[src/rtl/idcf_pkg.sv]
`default_nettype none
// ----------------------------------------------------------------------------
// idcf_pkg
// Shared widths, constants and lookup functions for the IMU deadband
// complementary filter.
// ----------------------------------------------------------------------------
package idcf_pkg;

    localparam int DIV_NUM_W       = 42;
    localparam int DIV_DEN_W       = 19;
    localparam int SAT_IN_W        = 43;

    localparam int CORDIC_STEPS_DEF = 16;
    localparam int ATAN_DEPTH       = 24;
    localparam int ATAN_IDX_W       = 5;
    localparam int CORDIC_XY_W      = 34;
    localparam int CORDIC_Z_W       = 27;
    localparam int CORDIC_RES_W     = 20;
    localparam int CORDIC_PRESHIFT  = 14;
    localparam logic signed [CORDIC_Z_W-1:0] HALF_TURN = 27'sd11796480;

    localparam int ACCEL_G_SHIFT = 12;
    localparam int GYRO_SHIFT    = 8;
    localparam logic [6:0]  GYRO_DEN_SCALE = 7'd100;
    localparam logic [5:0]  BLEND_OLD      = 6'd49;
    localparam logic [17:0] MAG_LO = 18'd8192;
    localparam logic [17:0] MAG_HI = 18'd32768;

    // divide by 50 as two 16-bit digits through a reciprocal multiply
    localparam int          BLEND_MAG_W     = 37;
    localparam int          BLEND_RCP_SHIFT = 28;
    localparam logic [5:0]  BLEND_DEN       = 6'd50;
    localparam logic [4:0]  BLEND_HALF      = 5'd25;
    localparam logic [22:0] BLEND_RCP       = 23'd5368710;

    localparam logic [11:0] GYRO_SCALE_RST  = 12'd164;
    localparam logic [15:0] ACCEL_SCALE_RST = 16'd16384;
    localparam logic [15:0] GYRO_DB_RST     = 16'd0;
    localparam logic [15:0] ACCEL_DB_RST    = 16'd130;
    localparam logic [15:0] TICK_WRAP_RST   = 16'd65535;

    typedef enum logic [2:0] {
        REG_GYRO_SCALE  = 3'd0,
        REG_ACCEL_SCALE = 3'd1,
        REG_GYRO_DB     = 3'd2,
        REG_ACCEL_DB    = 3'd3,
        REG_TICK_WRAP   = 3'd4
    } cfg_reg_t;

    // atan(2^-i) in 1/65536 degree
    function automatic logic signed [CORDIC_Z_W-1:0] atan_lut(input logic [ATAN_IDX_W-1:0] i);
        logic signed [CORDIC_Z_W-1:0] r;
        case (i)
            5'd0:    r = 27'sd2949120;
            5'd1:    r = 27'sd1740967;
            5'd2:    r = 27'sd919879;
            5'd3:    r = 27'sd466945;
            5'd4:    r = 27'sd234379;
            5'd5:    r = 27'sd117304;
            5'd6:    r = 27'sd58666;
            5'd7:    r = 27'sd29335;
            5'd8:    r = 27'sd14668;
            5'd9:    r = 27'sd7334;
            5'd10:   r = 27'sd3667;
            5'd11:   r = 27'sd1833;
            5'd12:   r = 27'sd917;
            5'd13:   r = 27'sd458;
            5'd14:   r = 27'sd229;
            5'd15:   r = 27'sd115;
            5'd16:   r = 27'sd57;
            5'd17:   r = 27'sd29;
            5'd18:   r = 27'sd14;
            5'd19:   r = 27'sd7;
            5'd20:   r = 27'sd4;
            5'd21:   r = 27'sd2;
            5'd22:   r = 27'sd1;
            default: r = 27'sd0;
        endcase
        return r;
    endfunction

    function automatic logic signed [31:0] sat32(input logic signed [SAT_IN_W-1:0] v);
        logic signed [31:0] r;
        if ((&v[SAT_IN_W-1:31]) || !(|v[SAT_IN_W-1:31]))
            r = v[31:0];
        else if (v[SAT_IN_W-1])
            r = 32'sh80000000;
        else
            r = 32'sh7fffffff;
        return r;
    endfunction

endpackage
`default_nettype wire

[src/rtl/idcf_div.sv]
`default_nettype none
// ----------------------------------------------------------------------------
// idcf_div
// Shared restoring divider, one quotient bit per cycle, rounding to nearest
// with ties away from zero.
// ----------------------------------------------------------------------------
module idcf_div
    import idcf_pkg::*;
#(
    parameter int NUM_W = DIV_NUM_W,
    parameter int DEN_W = DIV_DEN_W
)
(
    input  wire logic                    clk,
    input  wire logic                    rst_n,
    input  wire logic                    start,
    input  wire logic signed [NUM_W-1:0] num,
    input  wire logic        [DEN_W-1:0] den,
    output      logic                    done,
    output      logic signed [NUM_W-1:0] quo
);

    localparam int CNT_W = $clog2(NUM_W + 1);

    logic             busy_reg;
    logic             done_reg;
    logic [CNT_W-1:0] cnt_reg;
    logic             neg_reg;
    logic [NUM_W-1:0] q_reg;
    logic [DEN_W-1:0] rem_reg;
    logic [DEN_W-1:0] den_reg;

    logic [NUM_W-1:0] mag;
    logic [DEN_W:0]   trial;
    logic             ge;
    logic [DEN_W:0]   diff;

    always_comb
    begin
        mag   = (num[NUM_W-1] ? NUM_W'(-num) : NUM_W'(num)) + NUM_W'(den >> 1);
        trial = {rem_reg, q_reg[NUM_W-1]};
        ge    = trial >= {1'b0, den_reg};
        diff  = trial - {1'b0, den_reg};
    end

    always_ff @(posedge clk or negedge rst_n)
    begin
        if (!rst_n)
        begin
            busy_reg <= 1'b0;
            done_reg <= 1'b0;
            cnt_reg  <= '0;
        end
        else
        begin
            done_reg <= 1'b0;
            if (start && !busy_reg)
            begin
                busy_reg <= 1'b1;
                cnt_reg  <= CNT_W'(NUM_W);
            end
            else if (busy_reg)
            begin
                cnt_reg <= cnt_reg - 1'b1;
                if (cnt_reg == CNT_W'(1))
                begin
                    busy_reg <= 1'b0;
                    done_reg <= 1'b1;
                end
            end
        end
    end

    always_ff @(posedge clk)
    begin
        if (start && !busy_reg)
        begin
            neg_reg <= num[NUM_W-1];
            q_reg   <= mag;
            rem_reg <= '0;
            den_reg <= den;
        end
        else if (busy_reg)
        begin
            rem_reg <= ge ? diff[DEN_W-1:0] : trial[DEN_W-1:0];
            q_reg   <= {q_reg[NUM_W-2:0], ge};
        end
    end

    assign done = done_reg;
    assign quo  = neg_reg ? -$signed(q_reg) : $signed(q_reg);

endmodule
`default_nettype wire

[src/rtl/idcf_cordic.sv]
`default_nettype none
// ----------------------------------------------------------------------------
// idcf_cordic
// Iterative CORDIC vectoring unit giving atan2(y, x) in 1/256 degree, one
// rotation per cycle.
// ----------------------------------------------------------------------------
module idcf_cordic
    import idcf_pkg::*;
#(
    parameter int STEPS = CORDIC_STEPS_DEF
)
(
    input  wire logic                           clk,
    input  wire logic                           rst_n,
    input  wire logic                           start,
    input  wire logic signed [15:0]             y_in,
    input  wire logic signed [15:0]             x_in,
    output      logic                           done,
    output      logic signed [CORDIC_RES_W-1:0] angle
);

    localparam int NSTEPS = (STEPS > ATAN_DEPTH) ? ATAN_DEPTH : STEPS;

    logic                          busy_reg;
    logic                          done_reg;
    logic [ATAN_IDX_W-1:0]         step_reg;
    logic signed [CORDIC_XY_W-1:0] x_reg;
    logic signed [CORDIC_XY_W-1:0] y_reg;
    logic signed [CORDIC_Z_W-1:0]  z_reg;

    logic signed [CORDIC_XY_W-1:0] x0;
    logic signed [CORDIC_XY_W-1:0] y0;
    logic signed [CORDIC_XY_W-1:0] xs;
    logic signed [CORDIC_XY_W-1:0] ys;
    logic signed [CORDIC_Z_W-1:0]  at;
    logic        [CORDIC_Z_W-1:0]  zabs;
    logic        [CORDIC_Z_W-1:0]  zr;
    logic                          zero_in;

    always_comb
    begin
        x0      = {{(CORDIC_XY_W-16-CORDIC_PRESHIFT){x_in[15]}}, x_in, {CORDIC_PRESHIFT{1'b0}}};
        y0      = {{(CORDIC_XY_W-16-CORDIC_PRESHIFT){y_in[15]}}, y_in, {CORDIC_PRESHIFT{1'b0}}};
        zero_in = (x_in == 16'sd0) && (y_in == 16'sd0);
        xs      = x_reg >>> step_reg;
        ys      = y_reg >>> step_reg;
        at      = atan_lut(step_reg);
        zabs    = z_reg[CORDIC_Z_W-1] ? CORDIC_Z_W'(-z_reg) : CORDIC_Z_W'(z_reg);
        zr      = (zabs + CORDIC_Z_W'(128)) >> 8;
        angle   = z_reg[CORDIC_Z_W-1] ? -$signed(CORDIC_RES_W'(zr))
                                      : $signed(CORDIC_RES_W'(zr));
    end

    always_ff @(posedge clk or negedge rst_n)
    begin
        if (!rst_n)
        begin
            busy_reg <= 1'b0;
            done_reg <= 1'b0;
            step_reg <= '0;
        end
        else
        begin
            done_reg <= 1'b0;
            if (start && !busy_reg)
            begin
                step_reg <= '0;
                if (zero_in)
                    done_reg <= 1'b1;
                else
                    busy_reg <= 1'b1;
            end
            else if (busy_reg)
            begin
                step_reg <= step_reg + 1'b1;
                if (step_reg == ATAN_IDX_W'(NSTEPS - 1))
                begin
                    busy_reg <= 1'b0;
                    done_reg <= 1'b1;
                end
            end
        end
    end

    always_ff @(posedge clk)
    begin
        if (start && !busy_reg)
        begin
            if (zero_in)
            begin
                x_reg <= x0;
                y_reg <= y0;
                z_reg <= '0;
            end
            else if (x_in[15])
            begin
                x_reg <= -x0;
                y_reg <= -y0;
                z_reg <= y_in[15] ? -HALF_TURN : HALF_TURN;
            end
            else
            begin
                x_reg <= x0;
                y_reg <= y0;
                z_reg <= '0;
            end
        end
        else if (busy_reg)
        begin
            if (y_reg > 0)
            begin
                x_reg <= x_reg + ys;
                y_reg <= y_reg - xs;
                z_reg <= z_reg + at;
            end
            else
            begin
                x_reg <= x_reg - ys;
                y_reg <= y_reg + xs;
                z_reg <= z_reg - at;
            end
        end
    end

    assign done = done_reg;

endmodule
`default_nettype wire

[src/rtl/imu_deadband_complementary_filter.sv]
`default_nettype none
// ----------------------------------------------------------------------------
// imu_deadband_complementary_filter
// Pitch/roll complementary filter with per-axis deadband on six-axis samples.
// ----------------------------------------------------------------------------
// One sample word is taken at a time; s_tready stays low until its result is
// built. Each updated accel axis is scaled, and the two gyro integrations
// follow, all in one shared 42-step restoring divider. When the accel
// magnitude is in range, each of the two blends runs an atan2 on the
// iterative CORDIC unit, then a reciprocal multiply for the divide by 50.
// A finished result waits in an output register, so the next sample is taken
// while it is still pending; a result not yet taken when the next one is
// done holds the block until it leaves.
// ----------------------------------------------------------------------------
module imu_deadband_complementary_filter
    import idcf_pkg::*;
#(
    parameter int CORDIC_STEPS = CORDIC_STEPS_DEF
)
(
    input  wire logic         clk,
    input  wire logic         rst_n,
    input  wire logic         s_tvalid,
    output      logic         s_tready,
    // gyro_x, gyro_y, gyro_z, accel_x, accel_y, accel_z, tick_ms
    input  wire logic [111:0] s_tdata,
    output      logic         m_tvalid,
    input  wire logic         m_tready,
    // interval_ms, held_gyro_x/y/z, held_accel_x/y/z, vib_x/y/z_g,
    // pitch_angle, roll_angle
    output      logic [271:0] m_tdata,
    input  wire logic         cfg_valid,
    output      logic         cfg_ready,
    input  wire logic [2:0]   cfg_index,
    input  wire logic [15:0]  cfg_data
);

    typedef enum logic [3:0] {
        S_IDLE,
        S_AG_START,
        S_AG_WAIT,
        S_GY_MUL,
        S_GY_START,
        S_GY_WAIT,
        S_CHECK,
        S_COR_START,
        S_COR_WAIT,
        S_BL_START,
        S_BL_HI,
        S_BL_REM,
        S_BL_LO,
        S_BL_DONE,
        S_OUT
    } state_t;

    state_t state_reg;

    logic [11:0] gyro_scale_reg;
    logic [15:0] accel_scale_reg;
    logic [15:0] gyro_db_reg;
    logic [15:0] accel_db_reg;
    logic [15:0] tick_wrap_reg;

    logic signed [15:0] held_gyro_reg [3];
    logic signed [15:0] held_accel_reg [3];
    logic signed [31:0] held_g_reg [3];
    logic [15:0]        prev_tick_reg;
    logic signed [31:0] pitch_reg;
    logic signed [31:0] roll_reg;

    logic [15:0]                    interval_reg;
    logic [2:0]                     upd_reg;
    logic [1:0]                     ax_reg;
    logic signed [32:0]             prod_reg;
    logic signed [CORDIC_RES_W-1:0] acc_reg;

    logic                   bl_neg_reg;
    logic [BLEND_MAG_W-1:0] bl_mag_reg;
    logic [15:0]            bl_qhi_reg;
    logic [5:0]             bl_rem_reg;
    logic [15:0]            bl_qlo_reg;

    logic         m_tvalid_reg;
    logic [271:0] out_data_reg;

    logic                        div_start;
    logic signed [DIV_NUM_W-1:0] div_num;
    logic [DIV_DEN_W-1:0]        div_den;
    logic                        div_done;
    logic signed [DIV_NUM_W-1:0] div_quo;

    logic                           cor_start;
    logic signed [15:0]             cor_y;
    logic                           cor_done;
    logic signed [CORDIC_RES_W-1:0] cor_angle;

    logic signed [15:0] in_gyro [3];
    logic signed [15:0] in_accel [3];
    logic [15:0]        in_tick;
    logic [15:0]        interval;
    logic [11:0]        gsens;
    logic [15:0]        asens;
    logic [DIV_DEN_W-1:0] gden;
    logic signed [16:0] dg [3];
    logic signed [16:0] da [3];
    logic [16:0]        adg [3];
    logic [16:0]        ada [3];
    logic [16:0]        aha [3];
    logic [17:0]        mag;
    logic signed [31:0] ang_sel;
    logic signed [DIV_NUM_W-1:0] blend_num;
    logic [DIV_NUM_W-1:0]        blend_abs;
    logic [21:0]                 rcp_op;
    logic [44:0]                 rcp_prod;
    logic [31:0]                 bl_quo;
    logic signed [SAT_IN_W-1:0]  gy_sum;
    logic signed [SAT_IN_W-1:0]  bl_val;

    always_comb
    begin
        for (int k = 0; k < 3; k++)
        begin
            in_gyro[k]  = s_tdata[16*k +: 16];
            in_accel[k] = s_tdata[48 + 16*k +: 16];
            dg[k]  = {in_gyro[k][15], in_gyro[k]} - {held_gyro_reg[k][15], held_gyro_reg[k]};
            da[k]  = {in_accel[k][15], in_accel[k]} - {held_accel_reg[k][15], held_accel_reg[k]};
            adg[k] = dg[k][16] ? 17'(-dg[k]) : 17'(dg[k]);
            ada[k] = da[k][16] ? 17'(-da[k]) : 17'(da[k]);
            aha[k] = held_accel_reg[k][15] ? 17'(-{held_accel_reg[k][15], held_accel_reg[k]})
                                           : {1'b0, held_accel_reg[k]};
        end
        in_tick  = s_tdata[111:96];
        interval = (in_tick >= prev_tick_reg) ? in_tick - prev_tick_reg
                                              : in_tick + tick_wrap_reg - prev_tick_reg;
        gsens    = (gyro_scale_reg == 12'd0) ? 12'd1 : gyro_scale_reg;
        asens    = (accel_scale_reg == 16'd0) ? 16'd1 : accel_scale_reg;
        gden     = DIV_DEN_W'(gsens * GYRO_DEN_SCALE);
        mag      = 18'(aha[0]) + 18'(aha[1]) + 18'(aha[2]);
        ang_sel  = (ax_reg == 2'd0) ? pitch_reg : roll_reg;
        blend_num = {{(DIV_NUM_W-32){ang_sel[31]}}, ang_sel} * $signed({1'b0, BLEND_OLD})
                  + {{(DIV_NUM_W-CORDIC_RES_W){acc_reg[CORDIC_RES_W-1]}}, acc_reg};
        blend_abs = blend_num[DIV_NUM_W-1] ? DIV_NUM_W'(-blend_num) : DIV_NUM_W'(blend_num);
        rcp_op   = (state_reg == S_BL_HI) ? 22'(bl_mag_reg[BLEND_MAG_W-1:16])
                                          : {bl_rem_reg, bl_mag_reg[15:0]};
        rcp_prod = rcp_op * BLEND_RCP;
        bl_quo   = {bl_qhi_reg, bl_qlo_reg};
        gy_sum   = (ax_reg == 2'd0)
                 ? {{(SAT_IN_W-32){pitch_reg[31]}}, pitch_reg} + SAT_IN_W'(div_quo)
                 : {{(SAT_IN_W-32){roll_reg[31]}}, roll_reg} - SAT_IN_W'(div_quo);
        bl_val   = bl_neg_reg ? -SAT_IN_W'(bl_quo) : SAT_IN_W'(bl_quo);
        cor_y    = (ax_reg == 2'd0) ? held_accel_reg[1] : held_accel_reg[0];

        div_start = 1'b0;
        div_num   = '0;
        div_den   = '0;
        cor_start = 1'b0;
        case (state_reg)
            S_AG_START:
            begin
                div_start = upd_reg[ax_reg];
                div_num   = {{(DIV_NUM_W-16-ACCEL_G_SHIFT){held_accel_reg[ax_reg][15]}},
                             held_accel_reg[ax_reg], {ACCEL_G_SHIFT{1'b0}}};
                div_den   = DIV_DEN_W'(asens);
            end
            S_GY_START:
            begin
                div_start = 1'b1;
                div_num   = {{(DIV_NUM_W-33-GYRO_SHIFT){prod_reg[32]}}, prod_reg,
                             {GYRO_SHIFT{1'b0}}};
                div_den   = gden;
            end
            S_COR_START: cor_start = 1'b1;
            default: ;
        endcase
    end

    idcf_div #(.NUM_W(DIV_NUM_W), .DEN_W(DIV_DEN_W)) u_div (
        .clk   (clk),
        .rst_n (rst_n),
        .start (div_start),
        .num   (div_num),
        .den   (div_den),
        .done  (div_done),
        .quo   (div_quo)
    );

    idcf_cordic #(.STEPS(CORDIC_STEPS)) u_cordic (
        .clk   (clk),
        .rst_n (rst_n),
        .start (cor_start),
        .y_in  (cor_y),
        .x_in  (held_accel_reg[2]),
        .done  (cor_done),
        .angle (cor_angle)
    );

    always_ff @(posedge clk or negedge rst_n)
    begin
        if (!rst_n)
        begin
            gyro_scale_reg  <= GYRO_SCALE_RST;
            accel_scale_reg <= ACCEL_SCALE_RST;
            gyro_db_reg     <= GYRO_DB_RST;
            accel_db_reg    <= ACCEL_DB_RST;
            tick_wrap_reg   <= TICK_WRAP_RST;
        end
        else if (cfg_valid)
        begin
            case (cfg_reg_t'(cfg_index))
                REG_GYRO_SCALE:  gyro_scale_reg  <= cfg_data[11:0];
                REG_ACCEL_SCALE: accel_scale_reg <= cfg_data;
                REG_GYRO_DB:     gyro_db_reg     <= cfg_data;
                REG_ACCEL_DB:    accel_db_reg    <= cfg_data;
                REG_TICK_WRAP:   tick_wrap_reg   <= cfg_data;
                default: ;
            endcase
        end
    end

    always_ff @(posedge clk or negedge rst_n)
    begin
        if (!rst_n)
        begin
            state_reg     <= S_IDLE;
            m_tvalid_reg  <= 1'b0;
            prev_tick_reg <= '0;
            pitch_reg     <= '0;
            roll_reg      <= '0;
            ax_reg        <= '0;
            for (int k = 0; k < 3; k++)
            begin
                held_gyro_reg[k]  <= '0;
                held_accel_reg[k] <= '0;
                held_g_reg[k]     <= '0;
            end
        end
        else
        begin
            if (m_tvalid_reg && m_tready && state_reg != S_OUT)
                m_tvalid_reg <= 1'b0;
            case (state_reg)
                S_IDLE:
                begin
                    if (s_tvalid)
                    begin
                        prev_tick_reg <= in_tick;
                        for (int k = 0; k < 3; k++)
                        begin
                            if (adg[k] > {1'b0, gyro_db_reg})
                                held_gyro_reg[k] <= in_gyro[k];
                            if (ada[k] > {1'b0, accel_db_reg})
                                held_accel_reg[k] <= in_accel[k];
                        end
                        ax_reg    <= '0;
                        state_reg <= S_AG_START;
                    end
                end
                S_AG_START:
                begin
                    if (upd_reg[ax_reg])
                        state_reg <= S_AG_WAIT;
                    else if (ax_reg == 2'd2)
                    begin
                        ax_reg    <= '0;
                        state_reg <= S_GY_MUL;
                    end
                    else
                        ax_reg <= ax_reg + 1'b1;
                end
                S_AG_WAIT:
                begin
                    if (div_done)
                    begin
                        held_g_reg[ax_reg] <= div_quo[31:0];
                        if (ax_reg == 2'd2)
                        begin
                            ax_reg    <= '0;
                            state_reg <= S_GY_MUL;
                        end
                        else
                        begin
                            ax_reg    <= ax_reg + 1'b1;
                            state_reg <= S_AG_START;
                        end
                    end
                end
                S_GY_MUL:   state_reg <= S_GY_START;
                S_GY_START: state_reg <= S_GY_WAIT;
                S_GY_WAIT:
                begin
                    if (div_done)
                    begin
                        if (ax_reg == 2'd0)
                        begin
                            pitch_reg <= sat32(gy_sum);
                            ax_reg    <= 2'd1;
                            state_reg <= S_GY_MUL;
                        end
                        else
                        begin
                            roll_reg  <= sat32(gy_sum);
                            ax_reg    <= '0;
                            state_reg <= S_CHECK;
                        end
                    end
                end
                S_CHECK:
                    state_reg <= (mag > MAG_LO && mag < MAG_HI) ? S_COR_START : S_OUT;
                S_COR_START: state_reg <= S_COR_WAIT;
                S_COR_WAIT:
                begin
                    if (cor_done)
                        state_reg <= S_BL_START;
                end
                S_BL_START: state_reg <= S_BL_HI;
                S_BL_HI:    state_reg <= S_BL_REM;
                S_BL_REM:   state_reg <= S_BL_LO;
                S_BL_LO:    state_reg <= S_BL_DONE;
                S_BL_DONE:
                begin
                    if (ax_reg == 2'd0)
                    begin
                        pitch_reg <= sat32(bl_val);
                        ax_reg    <= 2'd1;
                        state_reg <= S_COR_START;
                    end
                    else
                    begin
                        roll_reg  <= sat32(bl_val);
                        state_reg <= S_OUT;
                    end
                end
                S_OUT:
                begin
                    if (!m_tvalid_reg || m_tready)
                    begin
                        m_tvalid_reg <= 1'b1;
                        state_reg    <= S_IDLE;
                    end
                end
                default: state_reg <= S_IDLE;
            endcase
        end
    end

    always_ff @(posedge clk)
    begin
        if (state_reg == S_IDLE && s_tvalid)
        begin
            interval_reg <= interval;
            for (int k = 0; k < 3; k++)
                upd_reg[k] <= ada[k] > {1'b0, accel_db_reg};
        end
        if (state_reg == S_GY_MUL)
            prod_reg <= ((ax_reg == 2'd0) ? held_gyro_reg[0] : held_gyro_reg[1])
                      * $signed({1'b0, interval_reg});
        if (state_reg == S_COR_WAIT && cor_done)
            acc_reg <= cor_angle;
        if (state_reg == S_BL_START)
        begin
            bl_neg_reg <= blend_num[DIV_NUM_W-1];
            bl_mag_reg <= BLEND_MAG_W'(blend_abs) + BLEND_MAG_W'(BLEND_HALF);
        end
        if (state_reg == S_BL_HI)
            bl_qhi_reg <= rcp_prod[BLEND_RCP_SHIFT +: 16];
        if (state_reg == S_BL_REM)
            bl_rem_reg <= 6'(bl_mag_reg[BLEND_MAG_W-1:16] - 21'(bl_qhi_reg * BLEND_DEN));
        if (state_reg == S_BL_LO)
            bl_qlo_reg <= rcp_prod[BLEND_RCP_SHIFT +: 16];
        if (state_reg == S_OUT && (!m_tvalid_reg || m_tready))
            out_data_reg <= {roll_reg, pitch_reg,
                             held_g_reg[2], held_g_reg[1], held_g_reg[0],
                             held_accel_reg[2], held_accel_reg[1], held_accel_reg[0],
                             held_gyro_reg[2], held_gyro_reg[1], held_gyro_reg[0],
                             interval_reg};
    end

    assign s_tready  = (state_reg == S_IDLE);
    assign m_tvalid  = m_tvalid_reg;
    assign m_tdata   = out_data_reg;
    assign cfg_ready = 1'b1;

endmodule
`default_nettype wire
[config.mk]
export PLATFORM = sky130hd
export DESIGN_NAME = imu_deadband_complementary_filter
export DESIGN_NICKNAME = d
export VERILOG_FILES = /design/src/rtl/idcf_pkg.sv /design/src/rtl/idcf_div.sv /design/src/rtl/idcf_cordic.sv /design/src/rtl/imu_deadband_complementary_filter.sv
export SDC_FILE = /design/constraint.sdc
export NUM_CORES = 2
export LEC_CHECK = 0
export ABC_AREA = 1
export BUFFER_PORTS_ARGS = -buffer_cell sky130_fd_sc_hd__buf_2
export CAP_MARGIN = 20
export CORE_ASPECT_RATIO = 0.5
export CORE_MARGIN = 2
export CORE_UTILIZATION = 40
export DETAILED_ROUTE_END_ITERATION = 16
export MAX_ROUTING_LAYER = met4
export SYNTH_ARGS = -nofsm -noshare
export SYNTH_HDL_FRONTEND = slang
export SYNTH_SLANG_ARGS = --single-unit
export TNS_END_PERCENT = 100
[constraint.sdc]
create_clock -name clk -period 12.75 [get_ports clk]
set_clock_uncertainty 0.05 [all_clocks]
set_input_delay 1.275 -clock clk [delete_from_list [all_inputs] [get_ports clk]]
set_output_delay 1.275 -clock clk [all_outputs]
set_load 0.01 [all_outputs]
==> metrics.md <==
| Metric | Value |
|---|---|
| Clock Pin Slew Worst Setup and Hold Paths | 0.08 ns |
| Total gr overflow | 0 |
| DR iter-0 viols | 7598 |
| Synth Area in Adders | 23.52% |
| Site Rows | 129 |
| Seq/Total Area, Yosys | 26.99% |
| Mux share of post-synthesis cell area | 0.2415% |
| DRT Pass-1 Iters | 7 |
| Die area | between 200000 and 300000 um^2 |
| Ratio of cells with drive above 1 in the final layout | under 10% |
| Setup TNS | 0 ns |
| Die Y-Extent | roughly 360 um |
| Worst endpoint required time | ~13 ns |
| Simple-gate share of the synthesized area | approximately 24% |
| RD Place Congestion | 0.9912 |
| Initial antenna violation count | 17 |
| WL final | approximately 340000 um |
| Layout Nets | 15250 |
| Number of global-route vias before repair | 84980 |
| Rel. slew slack | 20.64% |
| Largest family of logic cells by synthesized area | simple AND/OR/NAND/NOR gates |
| Startpoint types | flop |
| Port Buffers | 409 |
| Final HPWL DP | 276000 um |
| Setup CP Type | reg -> reg |
| Slew Viols, Final | 0 |
| Syn Inst Count | 13280 |
| Pre-CTS setup slack | about 3.6 ns |
| Wire per inst | between 15 and 20 um |
| Post-CTS Hold Buffers | 0 |
| Max Cap Viol | 0 |
| Final ANT Viol Nets | 0 |
| Clock Sinks | 966 |
| XOR/XNOR Fraction of Synth Area | 5.165% |
| Max FFs per register | approximately 270 |
| Kind of cell adding the most delay to the critical path | adder cells |
| Core footprint | 247900 um^2 |
| Status | complete, no violations |
| Crit Path Max Fanout | 38 |
| Final hold vios | 0 |
| Residual DRC | 0 |
| Max Used Layer | met4 |
| Io pins | 411 |
| WL met1 | 157700 um |
| Layout area overhead | 9.225% |
| Yosys top cell area share | 17.33% |
| Fin crit share | 71.94% |
| Die X | 711.1 um |
| Clock Path Buffers | 3 |
| Synth cell types | 77 |
| H-tree lvl count | 3 |
| Global-route wire length before repair | a little over 500000 um |
| RSZ-0062 raised after global routing | false |
| Initial Util | between 40% and 50% |
| Synth warn | 0 |
| Commonest cells post-synth | 3561 x nand2_1, 2039 x inv_1, 1011 x nor2_1 |
| Met3 WL | between 15000 and 20000 um |
| DR WL met2 | 150700 um |
| EDFF count, synth | 577 |
| Slowest CP cell | o21ai_0 |
| Max Freq | about 110 MHz |
| Worst skew pair latency | 0.79 ns |
| Post-CTS setup buffer count | 0 |
| DR vias/cell | 5.211 |
| Post-CTS sizing | 0 |
| Tmin final | ~9.2 ns |
| Seq cells post-synth | 966 |
| Post-synthesis compound-gate area fraction | 10.50% |
| CTS tree | yes |
| Worst setup EP type | flop |
| Total number of vias | between 80000 and 90000 |
| WP data arrival | approximately 9.6 ns |
| Mapped Avg Cell Area | 7.529 um^2 |
| Largest net degree at the start of global routing | 141 |
| GRT Util Overall | roughly 27% |
| Final setup viols | 0 |
| Root buf cell | clkbuf_16 |
| Most common cell in the netlist | nand2_1 |
| Worst path bufs/invs | 7 |
| HP Class | reg -> reg |
| Max stage delay on crit path | ~0.67 ns |
| Top_reg_cell synth | edfxtp_1 |
| Slew at the pin with the worst max-slew slack | 1.182 ns |
| Final worst slack | 3.578 ns |
| Async set-reset flop share out of synthesis | between 30% and 40% |
| Layout Utilization | between 40 and 50% |
| Area leader, netlist | edfxtp_1 |
| Num CTS Buffers | between 100 and 150 |
| Synth area leaders | edfxtp_1 17%, nand2_1 13%, ha_1 12% |
| Post-synthesis cell area | 100000 um^2 |
[cell families (layout without fill, tap and decap cells)]
kind of cell    count (synthesis)  count (layout)
flops                         966             966
other cells                     1              18
fa+ha+maj                    1543            1543
compound gates               1906            1906
mux                            24              24
simple gates                 5862            5862
xor+xnor                      588             588
buf+inv                      2392            2772
[layout by cell type, fill, tap and decap left out, types with 37 or more instances in the layout]
master / count
o21ai_1: 58
a21oi_1: 664
nand2_1: 3560
inv_2: 52
nor2_2: 51
fa_1: 561
dfrtp_1: 344
nor4_1: 45
nand4_1: 137
clkbuf_16: 108
nor3_1: 126
o21bai_1: 49
or2_2: 57
ha_1: 982
o211ai_1: 52
o21ai_0: 802
nand2_2: 47
a31oi_1: 55
xnor2_1: 155
buf_2: 408
nand3_1: 736
edfxtp_1: 577
o21a_1: 37
xor2_1: 431
buf_4: 54
nor2_1: 999
inv_1: 2037
[worst reg2reg max path: cells and delay by family (launching register included)]
family / cells / cell delay [ns]
adder cells (fa/ha/maj): 8 / 3.71
AO/OA/AOI/OAI: 7 / 2.09
buffers and inverters: 7 / 1.87
AND/OR/NAND/NOR: 5 / 0.53
flip-flops: 1 / 0.45
XOR/XNOR: 1 / 0.19
[worst paths after layout]
kind,startpoint,to,slack [ns],depth (start not counted)
max in group asynchronous,rst_n,held_gyro_reg[32]$_DFFE_PN0P_,9.56,4
worst min register to register,held_g_reg[64]$_DFFE_PN0P_,m_tdata[112]$_DFFE_PP_,0.39,0
worst max-delay path,state_reg[1]$_DFFE_PN0P_,bl_qlo_reg[12]$_DFFE_PP_,3.58,28
worst max register to register,state_reg[1]$_DFFE_PN0P_,bl_qlo_reg[12]$_DFFE_PP_,3.58,28
worst min-delay path,held_g_reg[64]$_DFFE_PN0P_,m_tdata[112]$_DFFE_PP_,0.39,0
min in group asynchronous,rst_n,held_g_reg[81]$_DFFE_PN0P_,0.47,1
[layout make-up]
class                           instances  area [um^2]
Inverter                             2103         7896
Tap cell                             3340         4179
Clock inverter                         70        743.2
Clock buffer                          128         2848
Antenna cell                           14        35.03
Timing Repair Buffer                  471         2635
Sequential cell                       966        27000
Multi-Input combinational cell       9927        63890
Fill cell                           25490       138700
[metal layers]
| metal | global-route usage [%] | up-vias |
|---|---|---|
| met2 | 42.24 | 2569 |
| met3 | 2.742 | 413 |
| met5 | - | - |
| met4 | 7.575 | 0 |
| met1 | 37.38 | 42140 |
| li1 | - | 43570 |
[stage by stage]
step	instances	area (um^2)	hold slack [ns]
3_5_place_dp	16800	105500	0.3800
3_3_place_gp	16800	105500	0.3810
2_1_floorplan	13290	100000	0.3708
4_1_cts	17000	109100	0.3953
5_1_grt	17010	109200	0.4010
6_report	17020	109200	0.3944
Power is left out: the tool's default activity adds up to more than one toggle a clock period on the data nets, which glitch-free logic cannot reach.
